## src/rtl/cbfa_pkg.sv

```systemverilog
package cbfa_pkg;

    // field widths of the channels
    localparam int CMD_W         = 1;
    localparam int BLOCK_INDEX_W = 5;
    localparam int ITEM_SIZE_W   = 16;
    localparam int STATUS_W      = 2;

    // configuration port
    localparam int POLICY_W      = 2;
    localparam int BLOCK_COUNT_W = 6;
    localparam int CFG_INDEX_W   = 1;
    localparam int CFG_DATA_W    = 6;

    localparam logic [CFG_INDEX_W-1:0] REG_FIT_POLICY  = 1'd0;
    localparam logic [CFG_INDEX_W-1:0] REG_BLOCK_COUNT = 1'd1;

    localparam logic [POLICY_W-1:0]      POLICY_RESET = 2'd0;
    localparam logic [BLOCK_COUNT_W-1:0] COUNT_RESET  = 6'd32;

    // commands
    localparam logic [CMD_W-1:0] CMD_LOAD  = 1'b0;
    localparam logic [CMD_W-1:0] CMD_ALLOC = 1'b1;

    // fit policies
    localparam logic [POLICY_W-1:0] POLICY_FIRST = 2'd0;
    localparam logic [POLICY_W-1:0] POLICY_BEST  = 2'd1;
    localparam logic [POLICY_W-1:0] POLICY_WORST = 2'd2;

    // result status
    localparam logic [STATUS_W-1:0] STATUS_LOADED    = 2'd0;
    localparam logic [STATUS_W-1:0] STATUS_ALLOCATED = 2'd1;
    localparam logic [STATUS_W-1:0] STATUS_NO_FIT    = 2'd2;

    // sequencer program counter and jump conditions
    localparam int PC_W   = 2;
    localparam int COND_W = 3;

    localparam logic [COND_W-1:0] COND_ALWAYS   = 3'd0;
    localparam logic [COND_W-1:0] COND_ACCEPT   = 3'd1;
    localparam logic [COND_W-1:0] COND_SKIP     = 3'd2;
    localparam logic [COND_W-1:0] COND_MORE     = 3'd3;
    localparam logic [COND_W-1:0] COND_OUT_FREE = 3'd4;

    // program steps
    localparam logic [PC_W-1:0] STEP_IDLE  = 2'd0;
    localparam logic [PC_W-1:0] STEP_PRIME = 2'd1;
    localparam logic [PC_W-1:0] STEP_SCAN  = 2'd2;
    localparam logic [PC_W-1:0] STEP_EMIT  = 2'd3;

    // condition flags from the datapath
    typedef struct packed {
        logic accept;
        logic skip_scan;
        logic scan_more;
        logic out_free;
    } cbfa_cond_t;

    // one control word of the program
    typedef struct packed {
        logic              take;
        logic              rd;
        logic              eval;
        logic              emit;
        logic              hold;
        logic [COND_W-1:0] cond;
        logic [PC_W-1:0]   target;
    } cbfa_cw_t;

    localparam int PROG_DEPTH = 4;

    // jump to target when cond holds, else stay on hold, else step on
    localparam cbfa_cw_t PROGRAM [PROG_DEPTH] = '{
        '{take: 1'b1, rd: 1'b0, eval: 1'b0, emit: 1'b0, hold: 1'b1,
          cond: COND_ACCEPT,   target: STEP_PRIME},
        '{take: 1'b0, rd: 1'b1, eval: 1'b0, emit: 1'b0, hold: 1'b0,
          cond: COND_SKIP,     target: STEP_EMIT},
        '{take: 1'b0, rd: 1'b1, eval: 1'b1, emit: 1'b0, hold: 1'b0,
          cond: COND_MORE,     target: STEP_SCAN},
        '{take: 1'b0, rd: 1'b0, eval: 1'b0, emit: 1'b1, hold: 1'b1,
          cond: COND_OUT_FREE, target: STEP_IDLE}
    };

endpackage

```

## src/rtl/contiguous_block_fit_allocator.sv

```systemverilog
// Contiguous block fit allocator.
// Input channel (in_valid / in_stall): one beat is a command. A load beat
// (cmd 0) writes item_size into block block_index and frees that block; an
// allocate beat (cmd 1) asks for item_size and picks a free block by the
// configured policy (first, best or worst fit, lowest index on a tie).
// Output channel (out_valid / out_stall): one result beat per input beat,
// carrying status, chosen_block, chosen_size and leftover.
// Config channel (cfg_valid / cfg_ready): index 0 fit_policy, index 1
// block_count; write only while no command is in flight.
// Steps: a load goes from accept through prime and emit back to idle; an
// allocate adds one scan step per block scanned (at most the smaller
// of block_count and NUM_BLOCKS, fewer under first fit once a block fits).
// The scan reads the size memory one entry per cycle through its single
// read port. The result sits in an output register, so the next command is
// taken while a stalled result waits; a new result is only written when
// that register is empty or being taken.
// Reset: all blocks free, policy first fit, block_count 32; block sizes are
// undefined until loaded.
module contiguous_block_fit_allocator #(
    parameter int NUM_BLOCKS = 32,
    parameter int SIZE_BITS  = 16
) (
    input  logic                                  clk,
    input  logic                                  rst_n,
    // command channel
    input  logic                                  in_valid,
    output logic                                  in_stall,
    input  logic [cbfa_pkg::CMD_W-1:0]            cmd,
    input  logic [cbfa_pkg::BLOCK_INDEX_W-1:0]    block_index,
    input  logic [cbfa_pkg::ITEM_SIZE_W-1:0]      item_size,
    // result channel
    output logic                                  out_valid,
    input  logic                                  out_stall,
    output logic [cbfa_pkg::STATUS_W-1:0]         status,
    output logic [cbfa_pkg::BLOCK_INDEX_W-1:0]    chosen_block,
    output logic [cbfa_pkg::ITEM_SIZE_W-1:0]      chosen_size,
    output logic [cbfa_pkg::ITEM_SIZE_W-1:0]      leftover,
    // config channel
    input  logic                                  cfg_valid,
    output logic                                  cfg_ready,
    input  logic [cbfa_pkg::CFG_INDEX_W-1:0]      cfg_index,
    input  logic [cbfa_pkg::CFG_DATA_W-1:0]       cfg_data
);
    import cbfa_pkg::*;

    localparam int IDX_W = (NUM_BLOCKS > 1) ? $clog2(NUM_BLOCKS) : 1;
    localparam int CNT_W = $clog2(NUM_BLOCKS + 1);
    localparam int LIM_W = (CNT_W > BLOCK_COUNT_W) ? CNT_W : BLOCK_COUNT_W;

    cbfa_cw_t   cw;
    cbfa_cond_t cond;

    // configuration
    logic [POLICY_W-1:0]      policy_reg;
    logic [BLOCK_COUNT_W-1:0] count_reg;

    // command held during the scan
    logic [CMD_W-1:0]     cmd_reg;
    logic [SIZE_BITS-1:0] req_reg;

    // size memory and used flags
    logic [SIZE_BITS-1:0]  size_mem [NUM_BLOCKS];
    logic [SIZE_BITS-1:0]  rd_data_reg;
    logic [NUM_BLOCKS-1:0] used_reg;

    // scan state
    logic [CNT_W-1:0]     rd_ptr_reg;
    logic [IDX_W-1:0]     eval_idx_reg;
    logic                 found_reg;
    logic [IDX_W-1:0]     pick_idx_reg;
    logic [SIZE_BITS-1:0] pick_size_reg;
    logic [SIZE_BITS-1:0] pick_left_reg;

    // output register
    logic                     out_valid_reg;
    logic [STATUS_W-1:0]      status_reg;
    logic [BLOCK_INDEX_W-1:0] chosen_block_reg;
    logic [ITEM_SIZE_W-1:0]   chosen_size_reg;
    logic [ITEM_SIZE_W-1:0]   leftover_reg;

    logic                 accept;
    logic                 load_hit;
    logic [LIM_W-1:0]     count_ext;
    logic [LIM_W-1:0]     limit;
    logic                 scan_last;
    logic                 rd_en;
    logic                 fits;
    logic [SIZE_BITS-1:0] left;
    logic                 is_best;
    logic                 is_worst;
    logic                 better;
    logic                 pick_en;
    logic                 out_free;
    logic                 emit_fire;

    cbfa_seq u_seq (
        .clk   (clk),
        .rst_n (rst_n),
        .cond  (cond),
        .cw    (cw)
    );

    // handshakes
    assign in_stall  = !cw.take;
    assign accept    = in_valid && cw.take;
    assign cfg_ready = 1'b1;
    assign load_hit  = accept && (cmd == CMD_LOAD) && (32'(block_index) < NUM_BLOCKS);
    assign out_free  = !out_valid_reg || !out_stall;
    assign emit_fire = cw.emit && out_free;

    // scan bound, clipped to the table
    assign count_ext = LIM_W'(count_reg);
    assign limit     = (count_ext > LIM_W'(NUM_BLOCKS)) ? LIM_W'(NUM_BLOCKS) : count_ext;
    assign scan_last = (LIM_W'(eval_idx_reg) + LIM_W'(1)) >= limit;
    assign rd_en     = cw.rd && (LIM_W'(rd_ptr_reg) < LIM_W'(NUM_BLOCKS));

    // fit test and policy compare on the entry just read
    assign is_best  = (policy_reg == POLICY_BEST);
    assign is_worst = (policy_reg == POLICY_WORST);
    assign fits     = !used_reg[eval_idx_reg] && (rd_data_reg >= req_reg);
    assign left     = rd_data_reg - req_reg;
    assign better   = !found_reg
                   || (is_best && (left < pick_left_reg))
                   || (is_worst && (left > pick_left_reg));
    assign pick_en  = cw.eval && fits && better;

    // jump conditions
    assign cond.accept    = accept;
    assign cond.skip_scan = (cmd_reg == CMD_LOAD) || (limit == '0);
    assign cond.scan_more = !scan_last
                         && !(!is_best && !is_worst && (found_reg || fits));
    assign cond.out_free  = out_free;

    // configuration writes
    always_ff @(posedge clk or negedge rst_n)
    begin
        if (!rst_n)
        begin
            policy_reg <= POLICY_RESET;
            count_reg  <= COUNT_RESET;
        end
        else if (cfg_valid && cfg_ready)
        begin
            case (cfg_index)
                REG_FIT_POLICY:  policy_reg <= POLICY_W'(cfg_data);
                REG_BLOCK_COUNT: count_reg  <= BLOCK_COUNT_W'(cfg_data);
                default:         ;
            endcase
        end
    end

    // size memory: load writes, scan reads
    always_ff @(posedge clk)
    begin
        if (load_hit)
        begin
            size_mem[IDX_W'(block_index)] <= SIZE_BITS'(item_size);
        end
        if (rd_en)
        begin
            rd_data_reg <= size_mem[rd_ptr_reg[IDX_W-1:0]];
        end
    end

    // used flags: freed by load, claimed on a successful allocate
    always_ff @(posedge clk or negedge rst_n)
    begin
        if (!rst_n)
        begin
            used_reg <= '0;
        end
        else if (load_hit)
        begin
            used_reg[IDX_W'(block_index)] <= 1'b0;
        end
        else if (emit_fire && (cmd_reg == CMD_ALLOC) && found_reg)
        begin
            used_reg[pick_idx_reg] <= 1'b1;
        end
    end

    // command latch and found flag
    always_ff @(posedge clk or negedge rst_n)
    begin
        if (!rst_n)
        begin
            cmd_reg   <= CMD_LOAD;
            found_reg <= 1'b0;
        end
        else if (accept)
        begin
            cmd_reg   <= cmd;
            found_reg <= 1'b0;
        end
        else if (pick_en)
        begin
            found_reg <= 1'b1;
        end
    end

    // scan pointers and current pick
    always_ff @(posedge clk)
    begin
        if (accept)
        begin
            req_reg    <= SIZE_BITS'(item_size);
            rd_ptr_reg <= '0;
        end
        else if (cw.rd)
        begin
            rd_ptr_reg   <= rd_ptr_reg + CNT_W'(1);
            eval_idx_reg <= rd_ptr_reg[IDX_W-1:0];
        end
        if (pick_en)
        begin
            pick_idx_reg  <= eval_idx_reg;
            pick_size_reg <= rd_data_reg;
            pick_left_reg <= left;
        end
    end

    // output register valid
    always_ff @(posedge clk or negedge rst_n)
    begin
        if (!rst_n)
        begin
            out_valid_reg <= 1'b0;
        end
        else if (emit_fire)
        begin
            out_valid_reg <= 1'b1;
        end
        else if (!out_stall)
        begin
            out_valid_reg <= 1'b0;
        end
    end

    // output register payload
    always_ff @(posedge clk)
    begin
        if (emit_fire)
        begin
            if (cmd_reg == CMD_LOAD)
            begin
                status_reg       <= STATUS_LOADED;
                chosen_block_reg <= '0;
                chosen_size_reg  <= '0;
                leftover_reg     <= '0;
            end
            else if (found_reg)
            begin
                status_reg       <= STATUS_ALLOCATED;
                chosen_block_reg <= BLOCK_INDEX_W'(pick_idx_reg);
                chosen_size_reg  <= ITEM_SIZE_W'(pick_size_reg);
                leftover_reg     <= ITEM_SIZE_W'(pick_left_reg);
            end
            else
            begin
                status_reg       <= STATUS_NO_FIT;
                chosen_block_reg <= '0;
                chosen_size_reg  <= '0;
                leftover_reg     <= '0;
            end
        end
    end

    assign out_valid    = out_valid_reg;
    assign status       = status_reg;
    assign chosen_block = chosen_block_reg;
    assign chosen_size  = chosen_size_reg;
    assign leftover     = leftover_reg;

endmodule

```

## src/rtl/cbfa_seq.sv

```systemverilog
module cbfa_seq (
    input  logic                clk,
    input  logic                rst_n,
    input  cbfa_pkg::cbfa_cond_t cond,
    output cbfa_pkg::cbfa_cw_t   cw
);
    import cbfa_pkg::*;

    logic [PC_W-1:0] pc_reg;
    logic [PC_W-1:0] pc_next;
    logic            cond_hit;

    // control word of the current step
    assign cw = PROGRAM[pc_reg];

    // jump condition select
    always_comb
    begin
        unique case (cw.cond)
            COND_ALWAYS:   cond_hit = 1'b1;
            COND_ACCEPT:   cond_hit = cond.accept;
            COND_SKIP:     cond_hit = cond.skip_scan;
            COND_MORE:     cond_hit = cond.scan_more;
            COND_OUT_FREE: cond_hit = cond.out_free;
            default:       cond_hit = 1'b0;
        endcase
    end

    // next step
    always_comb
    begin
        if (cond_hit)
        begin
            pc_next = cw.target;
        end
        else if (cw.hold)
        begin
            pc_next = pc_reg;
        end
        else
        begin
            pc_next = pc_reg + PC_W'(1);
        end
    end

    always_ff @(posedge clk or negedge rst_n)
    begin
        if (!rst_n)
        begin
            pc_reg <= STEP_IDLE;
        end
        else
        begin
            pc_reg <= pc_next;
        end
    end

endmodule

```

## config.mk

```make
export PLATFORM = sky130hd
export DESIGN_NAME = contiguous_block_fit_allocator
export DESIGN_NICKNAME = d
export VERILOG_FILES = /design/src/rtl/cbfa_pkg.sv /design/src/rtl/contiguous_block_fit_allocator.sv /design/src/rtl/cbfa_seq.sv
export SDC_FILE = /design/constraint.sdc
export NUM_CORES = 1
export LEC_CHECK = 0
export BUFFER_PORTS_ARGS = -buffer_cell sky130_fd_sc_hd__buf_2
export CAP_MARGIN = 30
export CORE_ASPECT_RATIO = 0.75
export CORE_MARGIN = 3
export CORE_UTILIZATION = 30
export CTS_CLUSTER_SIZE = 8
export DETAILED_ROUTE_END_ITERATION = 8
export GPL_ROUTABILITY_DRIVEN = 1
export PLACE_DENSITY_LB_ADDON = 0.3
export SYNTH_ARGS = -nofsm -noshare
export SYNTH_HDL_FRONTEND = slang
export SYNTH_HIERARCHICAL = 1
export SYNTH_SLANG_ARGS = --single-unit
export TNS_END_PERCENT = 100
```

## constraint.sdc

```tcl
create_clock -name clk -period 7.05 [get_ports clk]
set_input_delay 0.3525 -clock clk [delete_from_list [all_inputs] [get_ports clk]]
set_output_delay 0.3525 -clock clk [all_outputs]
set_load 0.05 [all_outputs]
```

==> results of run 1 <==
==> placed cells by master, fill, tap and decap left out, types with 10 or more instances in the layout <==
cell,n
o21ai_1,10
dfrtp_1,44
nor2_2,32
nand3_1,11
o21ai_0,67
nor2_1,37
edfxtp_1,625
inv_1,46
buf_4,46
clkbuf_1,24
buf_2,74
nor2b_1,10
a21oi_1,23
clkbuf_16,96
nand3b_1,11
nand2_1,27
and3_1,23
ha_1,47
mux4_2,164
mux2_2,24
==> repair_timing <==
action / in CTS / in global routing
endpoints found under the hold margin: 55 / 0
hold buffers: 9 / 0
buffers inserted: 0 / 0
==> worst register-to-register path, cell delays in order (launching register included) <==
cell and delay (ns):
edfxtp_1 0.39, inv_1 0.07, ha_1 0.16, inv_1 0.05, fa_1 0.41, a211oi_1 0.28
o21bai_1 0.14, a21oi_1 0.29, o21ai_1 0.18, o311ai_0 0.50, ha_1 0.34, o21ai_0 0.16
o21ai_1 0.08, a211oi_1 0.37, nand2b_1 0.16, a311oi_4 0.26, buf_4 0.46
==> routing by layer <==
| layer | global-route usage, % | routed length (µm) | vias up |
|---|---|---|---|
| met5 | 0 | 52 | - |
| met4 | 3.68 | 1230 | 8 |
| met3 | 3.64 | 5120 | 104 |
| met2 | 20.3 | 28500 | 457 |
| met1 | 21.1 | 31300 | 7270 |
| li1 | - | - | 5939 |
==> report_power, final <==
| part | total, mW | internal [mW] | switching [mW] | leakage, nW |
|---|---|---|---|---|
| combinational | 3.91 | 1.65 | 2.26 | 3.08 |
| sequential | 5.12 | 4.88 | 0.235 | 6.31 |
| clock | 4.08 | 2.45 | 1.63 | 1.26 |
==> layout make-up <==
| cell class | count | area (µm²) | share of cell area, % |
|---|---|---|---|
| Antenna cell | 2 | 5.00 | 0.0156 |
| Clock buffer | 120 | 2490 | 7.78 |
| Clock inverter | 6 | 124 | 0.387 |
| Inverter | 47 | 176 | 0.551 |
| Multi-Input combinational cell | 595 | 6780 | 21.2 |
| Sequential cell | 676 | 20000 | 62.5 |
| Tap cell | 1200 | 1500 | 4.69 |
| Timing Repair Buffer | 134 | 921 | 2.88 |
==> final timing paths <==
check / start / end / slack (ns) / cells past startpoint
worst max register to register: rd_data_reg[0] / pick_size_reg[14] / 2.35 / 16
worst max-delay path: rd_data_reg[0] / pick_size_reg[14] / 2.35 / 16
worst min register to register: rd_data_reg[9] / pick_size_reg[9] / 0.45 / 0
max in group asynchronous: rst_n / used_reg[14] / 6.47 / 3
worst min-delay path: cfg_index / policy_reg[0] / 0.07 / 4
min in group asynchronous: rst_n / out_valid / 0.08 / 2
==> metrics by stage <==
stage | cells | hold slack (ns)
2_1_floorplan | 1385 | 0.0569
3_3_place_gp | 2639 | 0.439
3_5_place_dp | 2642 | 0.209
4_1_cts | 2777 | 0.0373
5_1_grt | 2778 | 0.0729
6_report | 2780 | 0.0735
==> flow_metrics.py, run 1 <==
metrics = {
    "placed_design": {
        "dp_hpwl_um": 39200,
        "io_buffers": 74,
        "place.gp.congestion": 0.766,
        "postPlaceCellArea_um2": 29300,
        "dp_slack_ns": 2.35,
    },
    "layout": {
        "fin_util_pct": 36.1,
        "nNetsFinal": 1630,
        "syn2layout_area_growth_pct": 17.8,
        "n_fill_cell": 8142,
        "fin_area_um2": 32000,
        "largest_reg_flops": 512,
        "drive_gt1_share_pct": 29.1,
    },
    "floorplanning": {
        "die_h_um": 267,
        "initial_core_util_pct": 30.6,
        "fp.coreArea_um2": 88800,
        "rows": 94,
        "dieArea_um2": 94300,
        "io_pins": 76,
        "die_w_um": 354,
    },
    "critical_path": {
        "crit_fanout": 37,
        "critPathCaptureType": "flip-flop",
        "slowest_delay_ns": 0.50,
        "cp_cell_sequence": "inv_1 -> ha_1 -> inv_1 -> fa_1 -> a211oi_1 -> o21bai_1 -> a21oi_1 -> o21ai_1 -> o311ai_0 -> ha_1 -> o21ai_0 -> o21ai_1 -> a211oi_1 -> nand2b_1 -> a311oi_4 -> buf_4",
        "critPathTopFamily": "compound AO/OA/AOI/OAI gates",
        "worstSetupPathType": "reg2reg",
        "slowest_stage": "o311ai_0",
        "worstPathArrival_ns": 4.95,
        "required_ns": 7.30,
        "crit_buf_inv": 3,
        "startpoint_type": "flip-flop",
    },
    "sta": {
        "fin_skew_ns": 0.0369,
        "finalWorstSetupSlack_ns": 2.35,
        "final.setup.tns_ns": 0,
        "rsz0062_at_grt": "no",
        "slew_headroom_pct": 32.9,
        "period_share_pct": 66.6,
        "slew_violations": 0,
        "setup_violations": 0,
        "finalHoldViolCount": 0,
        "worst_pin_slew_ns": 1.01,
        "min_period_ns": 4.70,
        "fmax_ghz": 0.213,
    },
    "routing": {
        "wire_per_inst_um": 23.8,
        "drt_iter0_drc": 1320,
        "vias": 13800,
        "viasPerCell": 4.96,
        "antenna_left": 0,
        "wirelength_um": 66200,
        "drc_errors": 0,
        "dr.pass1.iters": 5,
    },
    "yosys": {
        "yosysWarnings": 6,
        "syn_inst": 1385,
        "synth_area_um2": 27200,
        "syn_area_per_cell_um2": 19.6,
        "syn_nets": 1467,
    },
    "cts": {
        "ctsResizeCount": 0,
        "numCtsBuffers": 94,
        "tritoncts": "done",
        "cts.sinks": 676,
        "clk_path_buf_depth": 3,
        "cts-root-buf": "clkbuf_16",
        "clkLatencyLatePin_ns": 0.65,
        "clk_pin_slew_ns": 0.05,
        "cts_htree_levels": 3,
    },
    "pwr": {
        "p_total_mw": 13.1,
        "p_leak_nw": 10.6,
        "vdd_drop_max_v": 0.000244,
        "power.density_nw_per_um2": 409,
    },
    "run_status": {
        "status": "complete, no violations",
    },
    "global_route": {
        "antenna_found_initial": 14,
        "grt.overflow.total": 0,
        "grt_first_pass_wirelength_um": 97400,
        "grt_max_degree": 87,
        "grt_usage_pct": 14.1,
        "grt_pass1_vias": 14100,
    },
    "hold_path": {
        "hp-class": "in2reg",
    },
    "run": {
        "max-cap-violations": 0,
    },
}
Power figures use the tool's default switching activity.
==> run 2, diff against run 1 <==
==> constraint.sdc (replaced) <==
create_clock -name clk -period 4.8 [get_ports clk]
set_input_delay 0.24 -clock clk [delete_from_list [all_inputs] [get_ports clk]]
set_output_delay 0.24 -clock clk [all_outputs]
set_load 0.05 [all_outputs]
==> flow_metrics.py, run 2 (synthesis gave the netlist of run 1 again) <==
metrics = {
    "cts": {
        "tritoncts": "done",
        "cts.sinks": 676,
        "numCtsBuffers": 94,
        "cts-root-buf": "clkbuf_16",
        "clk_path_buf_depth": 3,
        "clkLatencyLatePin_ns": 0.65,
        "cts_htree_levels": 3,
        "clk_pin_slew_ns": 0.05,
        "post_cts_buffers": 0,
    },
    "critical_path": {
        "worstSetupPathType": "reg2reg",
        "reg2reg_setup_slack_ns": 0.33,
        "worst-r2r-cell-count": 17,
        "r2r-start": "rd_data_reg[0]",
        "crit_fanout": 33,
        "critPathCaptureType": "flip-flop",
        "cp-endpoint": "pick_idx_reg[2]",
        "required_ns": 5.17,
        "timing.rr.end": "pick_idx_reg[2]",
        "crit_start": "rd_data_reg[0]",
        "startpoint_type": "flip-flop",
        "worstPathArrival_ns": 4.83,
    },
    "floorplanning": {
        "die_w_um": 354,
        "dieArea_um2": 94300,
        "io_pins": 76,
        "die_h_um": 267,
        "rows": 94,
        "fp.coreArea_um2": 88800,
        "initial_core_util_pct": 30.6,
    },
    "global_route": {
        "grt_usage_pct": 14.2,
        "antenna_found_initial": 13,
        "grt_pass1_vias": 14300,
        "grt_first_pass_wirelength_um": 98000,
        "grt_max_degree": 50,
        "grt.overflow.total": 0,
    },
    "sta": {
        "final.setup.tns_ns": 0,
        "min_period_ns": 4.47,
        "fin_skew_ns": 0.0343,
        "setup_violations": 0,
        "slew_headroom_pct": 41.2,
        "finalHoldViolCount": 0,
        "worst_pin_slew_ns": 0.881,
        "slew_violations": 0,
        "period_share_pct": 93.0,
        "rsz0062_at_grt": "no",
        "fmax_ghz": 0.224,
        "fin_hold_ws_ns": 0.0574,
        "finalWorstSetupSlack_ns": 0.334,
    },
    "layout": {
        "final_cell_mix": "edfxtp_1 (625), mux4_2 (164), clkbuf_16 (95)",
        "nNetsFinal": 1639,
        "fin_area_um2": 32100,
        "final_common_cell": "edfxtp_1",
        "syn2layout_area_growth_pct": 18.0,
        "drive_gt1_share_pct": 29.0,
        "final_cell_count_no_fill": 2791,
        "fin_util_pct": 36.1,
        "largest_reg_flops": 512,
    },
    "pwr": {
        "vdd_drop_max_v": 0.000322,
        "p_total_mw": 19.3,
        "power.density_nw_per_um2": 600,
        "p_leak_nw": 10.7,
    },
    "routing": {
        "wire_per_inst_um": 23.9,
        "drc_errors": 0,
        "drt_iter0_drc": 1348,
        "antenna_left": 0,
        "vias": 13900,
        "wirelength_um": 66600,
        "viasPerCell": 4.99,
        "dr.pass1.iters": 5,
    },
    "placed_design": {
        "postPlaceCellArea_um2": 29300,
        "io_buffers": 74,
        "dp_slack_ns": 0.0724,
        "dp_hpwl_um": 40400,
        "place.gp.congestion": 0.777,
        "dp.cells": 2648,
    },
    "run_status": {
        "status": "complete, no violations",
    },
    "hold_path": {
        "hp-class": "in2async",
    },
    "run": {
        "max-cap-violations": 0,
    },
}
==> run 2: cell types whose count changed in the layout (fill, tap and decap cells not counted), moves of 2 or more <==
cell | before | now
buf_12 | 3 | 6
buf_16 | 2 | 0
buf_4 | 46 | 50
diode_2 | 2 | 4
dlygate4sd3_1 | 9 | 13
nor2_1 | 37 | 41
nor2_2 | 32 | 27
==> run 2: worst max-delay path: stages, from the launching register on <==
cell	delay, ns
edfxtp_1	0.40
inv_1	0.08
ha_1	0.16
inv_1	0.06
fa_1	0.42
a211oi_1	0.25
o21bai_1	0.13
a21oi_1	0.22
o21ai_1	0.15
o311ai_1	0.46
ha_1	0.33
o21ai_0	0.16
o21ai_1	0.09
a211oi_2	0.28
a21oi_1	0.08
o31ai_1	0.41
a311oi_4	0.20
buf_12	0.27
==> run 2: final cells by class <==
class,instances,area (µm²)
fill,8152,56700
sequential,676,20000
multi-input combinational,595,6780
clock buffer,119,2470
tap,1200,1500
timing repair buffer,143,996
inverter,47,176
clock inverter,7,131
antenna,4,10.0
==> run 2: power breakdown <==
group	leakage (nW)	internal, mW	switching [mW]
combinational	3.11	2.47	3.17
clock	1.25	3.56	2.40
sequential	6.31	7.17	0.492
==> run 2: how the worst min path moves through the flow <==
stage / from / endpoint
after floorplan: rst_n / cmd_reg
after detailed placement: rst_n / count_ext[2]
after CTS: rst_n / count_ext[2]
after global placement: rd_data_reg[6] / pick_size_reg[6]
final: rst_n / count_ext[2]
after global routing: rst_n / count_ext[2]
==> run 2: timing repair <==
item	CTS	global route
hold buffers	13	0
setup endpoints to repair	0	37
gates resized for setup	0	2
endpoints found under the hold margin	55	0
==> run 2: routing by layer <==
layer | share of wire, % | vias up | track usage (%)
met2 | 42 | 550 | 20.1
li1 | - | 5960 | -
met5 | 0.051 | - | 0
met3 | 8.5 | 110 | 3.53
met1 | 47 | 7293 | 21.8
met4 | 1.8 | 6 | 3.51
